<file path="config.mk">
export PLATFORM = sky130hd
export DESIGN_NAME = team_command_frame_decoder_unit
export DESIGN_NICKNAME = d
export VERILOG_FILES = /design/src/tcfd_pkg.sv /design/src/team_command_frame_decoder_unit.sv /design/src/tcfd_window.sv /design/src/tcfd_scale.sv
export SDC_FILE = /design/constraint.sdc
export NUM_CORES = 1
export LEC_CHECK = 0
export ABC_AREA = 0
export BUFFER_PORTS_ARGS = -buffer_cell sky130_fd_sc_hd__buf_2
export CAP_MARGIN = 40
export CORE_ASPECT_RATIO = 0.7
export CORE_UTILIZATION = 45
export CTS_CLUSTER_SIZE = 20
export DETAILED_ROUTE_END_ITERATION = 8
export PLACE_DENSITY_LB_ADDON = 0.05
export RECOVER_POWER = 25
export SKIP_LAST_GASP = 1
export SLEW_MARGIN = 20
export SYNTH_ARGS = -nofsm -noshare
export SYNTH_HDL_FRONTEND = slang
export SYNTH_SLANG_ARGS = --single-unit
export TNS_END_PERCENT = 1
</file>
<file path="constraint.sdc">
create_clock -name clock -period 9.24 [get_ports clock]
set_input_delay 1.386 -clock clock [delete_from_list [all_inputs] [get_ports clock]]
set_output_delay 1.386 -clock clock [all_outputs]
set_load 0.05 [all_outputs]
</file>
<file path="src/tcfd_pkg.sv">
// shared types and constants of the team command frame decoder
`default_nettype none

package tcfd_pkg;

   // frame layout
   localparam int NUM_ENTRIES_DEF = 6;
   localparam int ENTRY_LEN       = 4;
   localparam logic [7:0] START_BYTE = 8'd100;
   localparam logic [7:0] END_BYTE   = 8'd255;

   // configuration register map
   localparam int         CSR_ADDR_W      = 3;
   localparam logic       CSR_IDX_UNIT_ID = 1'b0;
   localparam logic [3:0] UNIT_ID_RESET   = 4'd8;

   // scaling: q = floor((b * half + 63) / 127), result q - half
   // half is 16 * 1000 for the linear axes, 2 * pi in q12 (25736) for spin
   localparam logic [15:0] VEL_HALF    = 16'd16000;
   localparam logic [15:0] SPIN_HALF   = 16'd25736;
   localparam logic [6:0]  ROUND_BIAS  = 7'd63;
   localparam logic [7:0]  DIVISOR     = 8'd127;
   localparam int          RECIP_SHIFT = 30;
   localparam logic [23:0] RECIP       = 24'd8454660;  // floor(2^30 / 127)
   localparam int          MUL_W       = 24;
   localparam int          MID_W       = 23;
   localparam int          QUO_W       = 17;

   typedef logic [7:0] byte_type;
   typedef logic [ENTRY_LEN-1:0][7:0] entry_type;

   typedef enum logic [1:0] {
      STATUS_OK        = 2'd0,
      STATUS_SHORT     = 2'd1,
      STATUS_BAD_START = 2'd2,
      STATUS_NO_ENTRY  = 2'd3
   } status_type;

   typedef enum logic [1:0] {
      OP_HOLD  = 2'd0,
      OP_SPAN  = 2'd1,
      OP_RECIP = 2'd2,
      OP_ROUND = 2'd3
   } scale_op_type;

   typedef struct packed {
      scale_op_type op;
      logic         spin;
   } scale_ctrl_type;

   typedef struct packed {
      logic push;
      logic advance;
      logic clear;
   } win_ctrl_type;

endpackage

`default_nettype wire

</file>
<file path="src/team_command_frame_decoder_unit.sv">
// top level of the team command frame decoder: sequencer, csr and result register
`default_nettype none

// Takes received radio bytes one transaction at a time. A data byte (anything
// but 255) is shifted into a window of the last 1 + 4 * NUM_ENTRIES bytes while
// a saturating count tracks bytes since the last terminator. A 255 byte starts
// the frame decode and yields exactly one result transaction: status 1 when
// fewer than a full frame of data bytes arrived, status 2 when the first window
// byte is not 100, status 3 when no entry's low nibble matches the unit id, else
// status 0 with the kick/charge/dribble flags and the three scaled velocities
// (all other fields read zero for a failed frame).
// Handling of a terminator: the edge that takes it moves the sequencer to the
// check state, then the search state scans the entries (the window slides one
// entry per cycle past fixed taps), then each velocity takes a span multiply,
// a reciprocal multiply and a rounding step, since one shared multiplier first
// forms b * half and then multiplies by the reciprocal of 127 before a remainder
// compare rounds. The result loads at the check for a short frame or bad start
// byte, after the last entry when none matches, else after the spin rounding.
// While a terminator is in work req_stall stays high; it also stays high while
// a finished result waits on rsp_stall. The unit id register lives at byte
// address 0 of the csr port and resets to 8.
module team_command_frame_decoder_unit #(
   parameter int NUM_ENTRIES = tcfd_pkg::NUM_ENTRIES_DEF
) (
   input  wire                                 clock,
   input  wire                                 reset,
   // request channel
   input  wire                                 req_valid,
   output logic                                req_stall,
   input  wire  [7:0]                          req_rx_byte,
   // response channel
   output logic                                rsp_valid,
   input  wire                                 rsp_stall,
   output logic [1:0]                          rsp_status,
   output logic                                rsp_dribble,
   output logic                                rsp_charge,
   output logic                                rsp_kick,
   output logic signed [14:0]                  rsp_x_velocity,
   output logic signed [14:0]                  rsp_y_velocity,
   output logic signed [15:0]                  rsp_spin_rate,
   // csr port
   input  wire                                 csr_psel,
   input  wire                                 csr_penable,
   input  wire                                 csr_pwrite,
   input  wire  [tcfd_pkg::CSR_ADDR_W-1:0]     csr_paddr,
   input  wire  [31:0]                         csr_pwdata,
   output logic [31:0]                         csr_prdata,
   output logic                                csr_pready
);
   import tcfd_pkg::*;

   localparam int ENTRY_W = $clog2(NUM_ENTRIES + 1);

   // sequencer states
   typedef enum logic [5:0] {
      ST_IDLE      = 6'b000001,
      ST_CHECK     = 6'b000010,
      ST_SEARCH    = 6'b000100,
      ST_MUL_SPAN  = 6'b001000,
      ST_MUL_RECIP = 6'b010000,
      ST_ROUND     = 6'b100000
   } state_type;

   // which velocity the shared unit is working on
   typedef enum logic [1:0] {
      VEL_X    = 2'd0,
      VEL_Y    = 2'd1,
      VEL_SPIN = 2'd2
   } vel_type;

   state_type    state_ff, state_in;
   logic [ENTRY_W-1:0] entry_ff, entry_in;
   vel_type      vel_ff, vel_in;
   logic [ENTRY_LEN-2:0][7:0] opnd_ff, opnd_in;
   logic [3:0]   unit_id_ff, unit_id_in;

   // result register
   logic         valid_ff, valid_in;
   status_type   status_ff, status_in;
   logic         dribble_ff, dribble_in;
   logic         charge_ff, charge_in;
   logic         kick_ff, kick_in;
   logic signed [14:0] xvel_ff, xvel_in;
   logic signed [14:0] yvel_ff, yvel_in;
   logic signed [15:0] spin_ff, spin_in;

   logic           req_fire;
   logic           csr_write;
   win_ctrl_type   win_ctrl;
   scale_ctrl_type scale_ctrl;
   logic           win_full;
   byte_type       win_start;
   entry_type      win_entry;
   logic signed [15:0] scaled;

   tcfd_window #(
      .NUM_ENTRIES (NUM_ENTRIES)
   ) u_window (
      .clock      (clock),
      .reset      (reset),
      .ctrl       (win_ctrl),
      .byte_in    (req_rx_byte),
      .full       (win_full),
      .start_byte (win_start),
      .entry      (win_entry)
   );

   tcfd_scale u_scale (
      .clock   (clock),
      .ctrl    (scale_ctrl),
      .byte_in (opnd_ff[0]),
      .value   (scaled)
   );

   // csr: single register, pready tied high, byte offset ignored
   assign csr_pready = 1'b1;
   assign csr_write  = csr_psel && csr_penable && csr_pwrite;

   always_comb begin
      unit_id_in = unit_id_ff;
      if (csr_write && (csr_paddr[2] == CSR_IDX_UNIT_ID)) begin
         unit_id_in = csr_pwdata[3:0];
      end
   end

   assign csr_prdata = (csr_paddr[2] == CSR_IDX_UNIT_ID) ? {28'b0, unit_id_ff} : 32'b0;

   // busy, or a finished result still waits downstream
   assign req_stall = (state_ff != ST_IDLE) || (valid_ff && rsp_stall);
   assign req_fire  = req_valid && !req_stall;

   always_comb begin
      state_in   = state_ff;
      entry_in   = entry_ff;
      vel_in     = vel_ff;
      opnd_in    = opnd_ff;
      valid_in   = valid_ff;
      status_in  = status_ff;
      dribble_in = dribble_ff;
      charge_in  = charge_ff;
      kick_in    = kick_ff;
      xvel_in    = xvel_ff;
      yvel_in    = yvel_ff;
      spin_in    = spin_ff;
      win_ctrl   = '0;
      scale_ctrl.op   = OP_HOLD;
      scale_ctrl.spin = (vel_ff == VEL_SPIN);

      // result taken downstream
      if (valid_ff && !rsp_stall) begin
         valid_in = 1'b0;
      end

      unique case (state_ff)
         ST_IDLE: begin
            if (req_fire) begin
               if (req_rx_byte == END_BYTE) begin
                  state_in = ST_CHECK;
               end else begin
                  win_ctrl.push = 1'b1;
               end
            end
         end
         ST_CHECK: begin
            // every terminator restarts the count; failed frames read zero
            win_ctrl.clear = 1'b1;
            dribble_in = 1'b0;
            charge_in  = 1'b0;
            kick_in    = 1'b0;
            xvel_in    = '0;
            yvel_in    = '0;
            spin_in    = '0;
            entry_in   = '0;
            if (!win_full) begin
               status_in = STATUS_SHORT;
               valid_in  = 1'b1;
               state_in  = ST_IDLE;
            end else if (win_start != START_BYTE) begin
               status_in = STATUS_BAD_START;
               valid_in  = 1'b1;
               state_in  = ST_IDLE;
            end else begin
               state_in = ST_SEARCH;
            end
         end
         ST_SEARCH: begin
            if (win_entry[0][3:0] == unit_id_ff) begin
               status_in  = STATUS_OK;
               dribble_in = win_entry[0][5];
               charge_in  = win_entry[0][6];
               kick_in    = win_entry[0][7];
               opnd_in    = win_entry[ENTRY_LEN-1:1];
               vel_in     = VEL_X;
               state_in   = ST_MUL_SPAN;
            end else if (entry_ff == ENTRY_W'(NUM_ENTRIES - 1)) begin
               status_in = STATUS_NO_ENTRY;
               valid_in  = 1'b1;
               state_in  = ST_IDLE;
            end else begin
               win_ctrl.advance = 1'b1;
               entry_in = entry_ff + 1'b1;
            end
         end
         ST_MUL_SPAN: begin
            scale_ctrl.op = OP_SPAN;
            state_in = ST_MUL_RECIP;
         end
         ST_MUL_RECIP: begin
            scale_ctrl.op = OP_RECIP;
            state_in = ST_ROUND;
         end
         ST_ROUND: begin
            scale_ctrl.op = OP_ROUND;
            unique case (vel_ff)
               VEL_X:    xvel_in = scaled[14:0];
               VEL_Y:    yvel_in = scaled[14:0];
               VEL_SPIN: spin_in = scaled;
               default: begin
               end
            endcase
            if (vel_ff == VEL_SPIN) begin
               valid_in = 1'b1;
               state_in = ST_IDLE;
            end else begin
               vel_in   = (vel_ff == VEL_X) ? VEL_Y : VEL_SPIN;
               opnd_in  = opnd_ff >> 8;
               state_in = ST_MUL_SPAN;
            end
         end
         default: begin
            state_in = ST_IDLE;
         end
      endcase
   end

   // control state
   always_ff @(posedge clock) begin
      if (reset) begin
         state_ff   <= ST_IDLE;
         valid_ff   <= 1'b0;
         unit_id_ff <= UNIT_ID_RESET;
      end else begin
         state_ff   <= state_in;
         valid_ff   <= valid_in;
         unit_id_ff <= unit_id_in;
      end
   end

   // payload and working registers
   always_ff @(posedge clock) begin
      entry_ff   <= entry_in;
      vel_ff     <= vel_in;
      opnd_ff    <= opnd_in;
      status_ff  <= status_in;
      dribble_ff <= dribble_in;
      charge_ff  <= charge_in;
      kick_ff    <= kick_in;
      xvel_ff    <= xvel_in;
      yvel_ff    <= yvel_in;
      spin_ff    <= spin_in;
   end

   assign rsp_valid      = valid_ff;
   assign rsp_status     = status_ff;
   assign rsp_dribble    = dribble_ff;
   assign rsp_charge     = charge_ff;
   assign rsp_kick       = kick_ff;
   assign rsp_x_velocity = xvel_ff;
   assign rsp_y_velocity = yvel_ff;
   assign rsp_spin_rate  = spin_ff;

   // a terminator always goes to the frame check next
   a_term_to_check: assert property (@(posedge clock) disable iff (reset)
      (req_fire && (req_rx_byte == END_BYTE)) |=> (state_ff == ST_CHECK))
      else $error("terminator did not start the frame check");

   // a new frame never starts over a result that has not been taken
   a_no_overwrite: assert property (@(posedge clock) disable iff (reset)
      (state_ff == ST_CHECK) |-> !valid_ff)
      else $error("frame check began with a result still pending");

   // a result only appears at the end of a decode
   a_result_source: assert property (@(posedge clock) disable iff (reset)
      $rose(valid_ff) |-> ($past(state_ff) != ST_IDLE))
      else $error("result raised outside a decode");

   // failed frames carry zero flags and velocities
   a_fail_zero: assert property (@(posedge clock) disable iff (reset)
      (valid_ff && (status_ff != STATUS_OK)) |->
         (!dribble_ff && !charge_ff && !kick_ff && (xvel_ff == '0) &&
          (yvel_ff == '0) && (spin_ff == '0)))
      else $error("failed frame with nonzero payload");

endmodule

`default_nettype wire

</file>
<file path="src/tcfd_window.sv">
// byte window shift line and saturating data byte count
`default_nettype none

module tcfd_window #(
   parameter int NUM_ENTRIES = tcfd_pkg::NUM_ENTRIES_DEF
) (
   input  wire                      clock,
   input  wire                      reset,
   input  tcfd_pkg::win_ctrl_type   ctrl,
   input  tcfd_pkg::byte_type       byte_in,
   output logic                     full,
   output tcfd_pkg::byte_type       start_byte,
   output tcfd_pkg::entry_type      entry
);
   import tcfd_pkg::*;

   localparam int FRAME_LEN = 1 + ENTRY_LEN * NUM_ENTRIES;
   localparam int CNT_W     = $clog2(FRAME_LEN + 1);

   byte_type         win_ff [FRAME_LEN];
   byte_type         win_in [FRAME_LEN];
   logic [CNT_W-1:0] cnt_ff;
   logic [CNT_W-1:0] cnt_in;

   always_comb begin
      win_in = win_ff;
      if (ctrl.push) begin
         for (int i = 0; i < FRAME_LEN - 1; i++) begin
            win_in[i] = win_ff[i+1];
         end
         win_in[FRAME_LEN-1] = byte_in;
      end else if (ctrl.advance) begin
         // next entry slides into the fixed read taps
         for (int i = 0; i < FRAME_LEN - ENTRY_LEN; i++) begin
            win_in[i] = win_ff[i+ENTRY_LEN];
         end
      end
   end

   always_comb begin
      cnt_in = cnt_ff;
      if (ctrl.clear) begin
         cnt_in = '0;
      end else if (ctrl.push && (cnt_ff != CNT_W'(FRAME_LEN))) begin
         cnt_in = cnt_ff + 1'b1;
      end
   end

   always_ff @(posedge clock) begin
      win_ff <= win_in;
   end

   always_ff @(posedge clock) begin
      if (reset) begin
         cnt_ff <= '0;
      end else begin
         cnt_ff <= cnt_in;
      end
   end

   always_comb begin
      for (int k = 0; k < ENTRY_LEN; k++) begin
         entry[k] = win_ff[1+k];
      end
   end

   assign full       = (cnt_ff == CNT_W'(FRAME_LEN));
   assign start_byte = win_ff[0];

endmodule

`default_nettype wire

</file>
<file path="src/tcfd_scale.sv">
// shared multiplier datapath that scales one byte to fixed point in three steps
`default_nettype none

module tcfd_scale (
   input  wire                      clock,
   input  tcfd_pkg::scale_ctrl_type ctrl,
   input  tcfd_pkg::byte_type       byte_in,
   output logic signed [15:0]       value
);
   import tcfd_pkg::*;

   logic [2*MUL_W-1:0] prod_ff;
   logic [2*MUL_W-1:0] prod_in;
   logic [MID_W-1:0]   mid_ff;
   logic [MID_W-1:0]   mid_in;
   logic [MUL_W-1:0]   mul_a;
   logic [MUL_W-1:0]   mul_b;
   logic [15:0]        half;
   logic [MID_W-1:0]   mid_calc;
   logic [QUO_W-1:0]   quo_est;
   logic [MUL_W-1:0]   quo_times;
   logic [MUL_W-1:0]   rem_full;
   logic [QUO_W-1:0]   quo;

   assign half     = ctrl.spin ? SPIN_HALF : VEL_HALF;
   assign mid_calc = prod_ff[MID_W-1:0] + MID_W'(ROUND_BIAS);

   always_comb begin
      mul_a   = '0;
      mul_b   = '0;
      prod_in = prod_ff;
      mid_in  = mid_ff;
      unique case (ctrl.op)
         OP_SPAN: begin
            mul_a   = MUL_W'(byte_in);
            mul_b   = MUL_W'(half);
            prod_in = mul_a * mul_b;
         end
         OP_RECIP: begin
            mul_a   = MUL_W'(mid_calc);
            mul_b   = RECIP;
            prod_in = mul_a * mul_b;
            mid_in  = mid_calc;
         end
         OP_HOLD, OP_ROUND: begin
         end
         default: begin
         end
      endcase
   end

   always_ff @(posedge clock) begin
      prod_ff <= prod_in;
      mid_ff  <= mid_in;
   end

   // reciprocal estimate is low by at most one, remainder fixes it
   assign quo_est   = prod_ff[RECIP_SHIFT +: QUO_W];
   assign quo_times = {quo_est, 7'b0} - MUL_W'(quo_est);
   assign rem_full  = MUL_W'(mid_ff) - quo_times;
   assign quo       = quo_est + QUO_W'(rem_full[7:0] >= DIVISOR);
   assign value     = 16'(quo - QUO_W'(half));

endmodule

`default_nettype wire

</file>
=== Word-level counts from Yosys, hierarchy flattened ===
Index checks and enable logic that the tools add are counted.

* Add/subtract/negate cells: 7
* Multiply operators: 2
* $lt $le $gt $ge: 1
* Eq/ne operators: 28
* Mux-type cells: 55
* Bitwise logic cells: 1
* Reductions and logical operators: 25

{| class="wikitable"
|+ Operator list
! operator !! number
|-
| two-way mux 168 bit || 2
|-
| case mux 46 bit (2 select lines) || 1
|-
| case mux 15 bit (2 select lines) || 2
|-
| two-way mux 24 bit || 2
|-
| case mux 24 bit (2 select lines) || 1
|-
| two-way mux 15 bit || 3
|-
| multiplier 23 x 22 -> 44 bit, second input constant || 1
|-
| case mux 6 bit (6 select lines) || 1
|-
| case mux 16 bit (2 select lines) || 1
|-
| two-way mux 6 bit || 5
|-
| multiplier 8 x 16 -> 24 bit || 1
|-
| adder 23 x 6 -> 23 bit, second input constant || 1
|-
| adder 16 x 1 -> 16 bit || 1
|-
| two-way mux 1 bit || 16
|-
| two-way mux 16 bit || 1
|-
| subtractor 16 bit || 1
|-
| subtractor 8 bit || 2
|-
| two-way mux 2 bit || 7
|-
| != test 2 bit, second input constant || 7
|-
| AND reduction 3 bit || 4
|-
| nonzero test 2 bit || 5
|-
| two-way mux 3 bit || 3
|-
| == test 8 bit, second input constant || 1
|-
| >= comparator 8 x 7 -> 1 bit, second input constant || 1
|-
| other kinds (31) || 49
|}

* Bits in registers: 350

=== Logic depth before layout (Yosys ltp) ===
* Depth after elaboration: 7
* Gate-level depth with buffers: 24

=== Hierarchy ===
Synthesis repeated with hierarchy kept, for this count alone.

* Cell total of the unflattened synthesis: 1652
* Area total of the unflattened synthesis: 20589.7 um^2

{| class="wikitable"
|+ By module, submodules not included
! module !! times used !! cells an instance !! area an instance (um^2)
|-
| tcfd_window || 1 || 456 || 8548.2
|-
| tcfd_scale || 1 || 872 || 7998.9
|-
| team_command_frame_decoder_unit || 1 || 324 || 4042.6
|}

=== Worst setup path before layout ===
Ideal clock, no wire load.

* Path kind: input-to-reg
* Start: input req_rx_byte[6]
* End: register u_window.win_ff (netlist bit u_window.entry[0]) (enable)
* Setup time: 1.388 ns
* Arrival: 5.330 ns
* Slack: 2.523 ns
* Stages on the path: 7
* Path buffers: 3
* Cells stage by stage: nand4_1 -> nor2_1 -> nand4b_1 -> clkbuf_1 -> clkbuf_1 -> buf_1 -> nand2_1

* Cells in the longest elaborated chain, start to end: 5

{| class="wikitable"
|+ Ends and longest elaborated chain
! what !! line !! RTL
|-
| from (decl) || team_command_frame_decoder_unit.sv:30 || <nowiki>input wire [7:0] req_rx_byte,</nowiki>
|-
| == test 8 bit || team_command_frame_decoder_unit.sv:157 || <nowiki>if (req_rx_byte == END_BYTE) begin</nowiki>
|-
| two-way mux 1 bit || team_command_frame_decoder_unit.sv:157 ||
|-
| two-way mux 1 bit || team_command_frame_decoder_unit.sv:156 || <nowiki>if (req_fire) begin</nowiki>
|-
| two-way mux 1 bit || team_command_frame_decoder_unit.sv:154 || <nowiki>unique case (state_ff)</nowiki>
|-
| nonzero test 2 bit (no source line) || -- ||
|-
| to (signal assigned) || tcfd_window.sv:50 || <nowiki>win_ff <= win_in;</nowiki>
|-
| to (decl) || tcfd_window.sv:20 || <nowiki>byte_type win_ff [FRAME_LEN];</nowiki>
|}

No other way between the ends.
A chain may end at the register's enable or synchronous reset.

=== Final worst setup path ===
* Start: register u_scale.prod_ff[5]
* End: register u_scale.prod_ff[37], data pin

* Cells in the longest elaborated chain, start to end: 3

{| class="wikitable"
|+ Ends and longest elaborated chain
! what !! line !! RTL
|-
| from (decl) || tcfd_scale.sv:12 || <nowiki>logic [2*MUL_W-1:0] prod_ff;</nowiki>
|-
| from (signal assigned) || tcfd_scale.sv:53 || <nowiki>prod_ff <= prod_in;</nowiki>
|-
| adder 23 x 6 -> 23 bit || tcfd_scale.sv:26 || <nowiki>assign mid_calc = prod_ff[MID_W-1:0] + MID_W'(ROUND_BIAS);</nowiki>
|-
| multiplier 23 x 22 -> 44 bit || tcfd_scale.sv:42 || <nowiki>prod_in = mul_a * mul_b;</nowiki>
|-
| case mux 46 bit (2 select lines) || tcfd_scale.sv:33 || <nowiki>unique case (ctrl.op)</nowiki>
|}

No other way between the ends.

==> out/results.ini <==
[outcome]
status = finished with violations
violations = capacitance limit, slew limit

[power]
powerDensity_mw_per_mm2 = 172.6
p_leak_nw = 9.958
ir_worst_vdd_mv = 0.1135
power_mw = 3.800

[min_path]
hold_path_end = u_window.win_ff[19]
hold_class = reg2reg
holdPathStages = 0
hp-start = u_window.win_ff[11]

[place]
portBuffers = 76
gp_congestion = 0.8309
hpwl_mm = 29.53

[drt]
drt_iter0_drc = 836
via_per_inst = 5.026
dr.pass1.iters = 5
wire_per_inst_um = 15.97
dr_total_vias = 12940
drc_errors = 0
antenna_left = 0
drt_wl_total_mm = 41.11

[finish]
seq_area_mm2 = 0.01002
fillers = 4053
finalNetCount = 2249
area_delta_synth_final_pct = 10.57
multi_input_area_mm2 = 0.009059
drive_gt1_share_pct = 8.384
antenna_cells = 0

[global_routing]
overflow = 0
first_global_vias = 12050
gr-usage-all-layers_pct = 18.48
antenna_found_initial = 1
grt_max_degree = 170
grt_first_pass_wirelength_mm = 65.63

[clock_tree]
clock_path_buffers = 3
clkLatencyLatePin_ns = 0.54
clk_pin_slew_worst_paths_ns = 0.06
ctsHoldBuffers = 0
cts_buffers = 37
clock_sinks = 339
htreeDepth = 2
cts_root_buffer = clkbuf_16
cts.repair.resized = 0
cts_setup_buffers = 0
cts_tree = built

[floorplanning]
fp.dieArea_mm2 = 0.04509
row_count = 64
die_w_um = 253.4
die_height_um = 178.0
start_util_pct = 45.61
io_pins = 136
coreArea_mm2 = 0.04364

[logic_synthesis]
synthesis.area_mm2 = 0.01991
synthFlopType = edfxtp_1
synth-edff-count = 323
yosysWarnings = 0
synth_cell_types = 73
ys_ff_latch = 339
syn_avg_cell_area_um2 = 10.58
synth-async-reset-ratio_pct = 0
syn_inst = 1882
seq_area_frac_synth_pct = 50.33

[worst_setup_path]
crit_fanout = 7
critPathArrivalTime_ns = 6.92
critPathCaptureType = flop
regToRegSetupSlack_ns = 2.54
reg2reg_to = u_scale.prod_ff[37]
worstSetupPathType = reg2reg
start_kind = flop
cp.required_ns = 9.46
r2r_cells = 21
r2r-start = u_scale.prod_ff[5]

[timing]
rsz0062_at_grt = no
clock_skew_ns = 0.02426
fin_tns_setup_ns = 0
slew_headroom_pct = -46.08
post-route-period-util_pct = 72.51
hold_violations = 0
fin_crit_ns = 6.700
maxSlewViolCount = 75
fmax_mhz = 149.2
worst_pin_slew_ns = 2.191
setup_viol = 0

[flow_run]
max_cap_violations = 2

==> worst max path at each step <==
stage                        from  slack (ns)  cells after the start                   to
6_report       u_scale.prod_ff[5]        2.54                     21  u_scale.prod_ff[37]
5_1_grt        u_scale.prod_ff[5]        2.10                     21  u_scale.prod_ff[37]
4_1_cts        u_scale.prod_ff[2]        2.80                     23  u_scale.prod_ff[37]
3_5_place_dp   u_scale.prod_ff[2]        2.87                     23  u_scale.prod_ff[37]
3_3_place_gp   u_scale.prod_ff[2]        2.92                     23  u_scale.prod_ff[37]
2_1_floorplan      req_rx_byte[6]        2.52                      7    u_window.entry[0]
==> critical path: stages, from the launching register on <==
cell	delay, ns
edfxtp_1	0.46
o41ai_1	1.04
nor2_1	0.19
and2_1	0.24
xnor2_1	0.28
inv_1	0.14
ha_1	0.30
inv_1	0.05
fa_1	0.53
inv_1	0.04
ha_1	0.28
ha_1	0.29
ha_1	0.29
ha_1	0.40
nand3_1	0.17
or3_1	0.37
o22ai_1	0.18
a211oi_1	0.10
nand2_1	0.09
and2_1	0.14
o21ai_0	0.08
a2111oi_0	0.72
==> cells in the final DEF (no fill, tap or decap), types with 16 or more instances in the layout <==
cell,n
a21o_1,18
a21oi_1,49
buf_2,69
clkbuf_1,20
clkbuf_16,38
conb_1,29
dfxtp_1,16
edfxtp_1,323
fa_1,44
ha_1,201
inv_1,126
mux2_2,19
nand2_1,560
nand2b_1,17
nor2_1,85
nor2b_1,18
nor3_1,26
o21ai_0,37
xnor2_1,41
xor2_1,29
==> report_power, final <==
part	switching [mW]	internal, mW
clock	0.616	0.843
sequential	0.0861	1.91
combinational	0.244	0.104
total	0.946	2.85
==> through the flow <==
step	cells	hold slack [ns]	utilization, %	setup slack, ns	cell area (um2)
after global placement	2505	0.4311	47.66	2.922	20800
after detailed placement	2508	0.4327	47.77	2.866	20850
after global routing	2574	0.4634	50.44	2.100	22010
final	2574	0.4438	50.44	2.540	22010
after floorplan	1909	0.4262	-	2.523	20010
after CTS	2573	0.4467	50.48	2.798	22030
==> routing by layer <==
metal  wire (um)  global-route usage [%]  up-vias
met5           0                       0        -
met1       22780                   30.78     6097
met3        2326                   3.765       41
met4         476                   3.333        0
li1            -                       -     6544
met2       15520                   24.01      254
==> cells in the mapped netlist, types with 3 or more instances <==
cell	n	area (um2)
a211o_1	6	52.55
a211oi_1	12	90.09
a21boi_0	3	22.52
a21o_1	18	135.1
a21oi_1	49	245.2
a31o_2	3	26.28
a31oi_1	4	25.02
and2_1	21	131.4
and3_1	7	43.79
and4_1	3	26.28
buf_2	13	65.06
buf_4	29	217.7
clkbuf_1	42	157.7
dfxtp_1	16	320.3
edfxtp_1	323	9699
fa_1	44	880.8
ha_1	201	2515
inv_1	126	473.0
mux2_2	22	247.7
mux2i_1	8	80.08
nand2_1	561	2106
nand2b_1	17	106.4
nand3_1	15	75.07
nand3b_1	3	22.52
nand4_1	8	50.05
nand4b_1	3	26.28
nor2_1	85	319.1
nor2b_1	18	112.6
nor3_1	25	125.1
nor3b_1	5	37.54
nor4_1	3	18.77
nor4b_1	4	35.03
o211ai_1	3	22.52
o21a_1	7	52.55
o21ai_0	38	190.2
o21bai_1	6	45.04
o22ai_1	3	18.77
o31ai_1	7	52.55
or2_2	4	25.02
or3_1	7	43.79
xnor2_1	41	359.1
xor2_1	29	254.0
==> final cells by class <==
class	count	share of cell area [%]
Clock inverter	21	0.9493
Inverter	129	2.223
Multi-Input combinational cell	1356	41.16
Tap cell	594	3.377
Clock buffer	44	4.422
Sequential cell	339	45.52
Timing Repair Buffer	91	2.353
==> cell families after synthesis <==
logic type	after synthesis	synth area share, %
buffers and inverters	214	4.664
AOI/OAI and AO/OA	184	6.091
xor gates and xnor gates	70	3.080
other	2	0.03773
muxes	30	1.647
adders and majority gates	245	17.06
DFF	339	50.33
and+or+nand+nor	798	17.09
==> registers in the layout, indices dropped and copies added (netlist names), 6 cells and up <==
signal,count
rsp_y_velocity,15
u_window.start_byte,8
u_scale.prod_ff,37
u_window.entry,32
opnd_ff,24
rsp_spin_rate,16
u_scale.mid_ff,6
u_window.win_ff,160
rsp_x_velocity,15
state_ff,6
No activity file was read; power rests on OpenSTA's default activity.
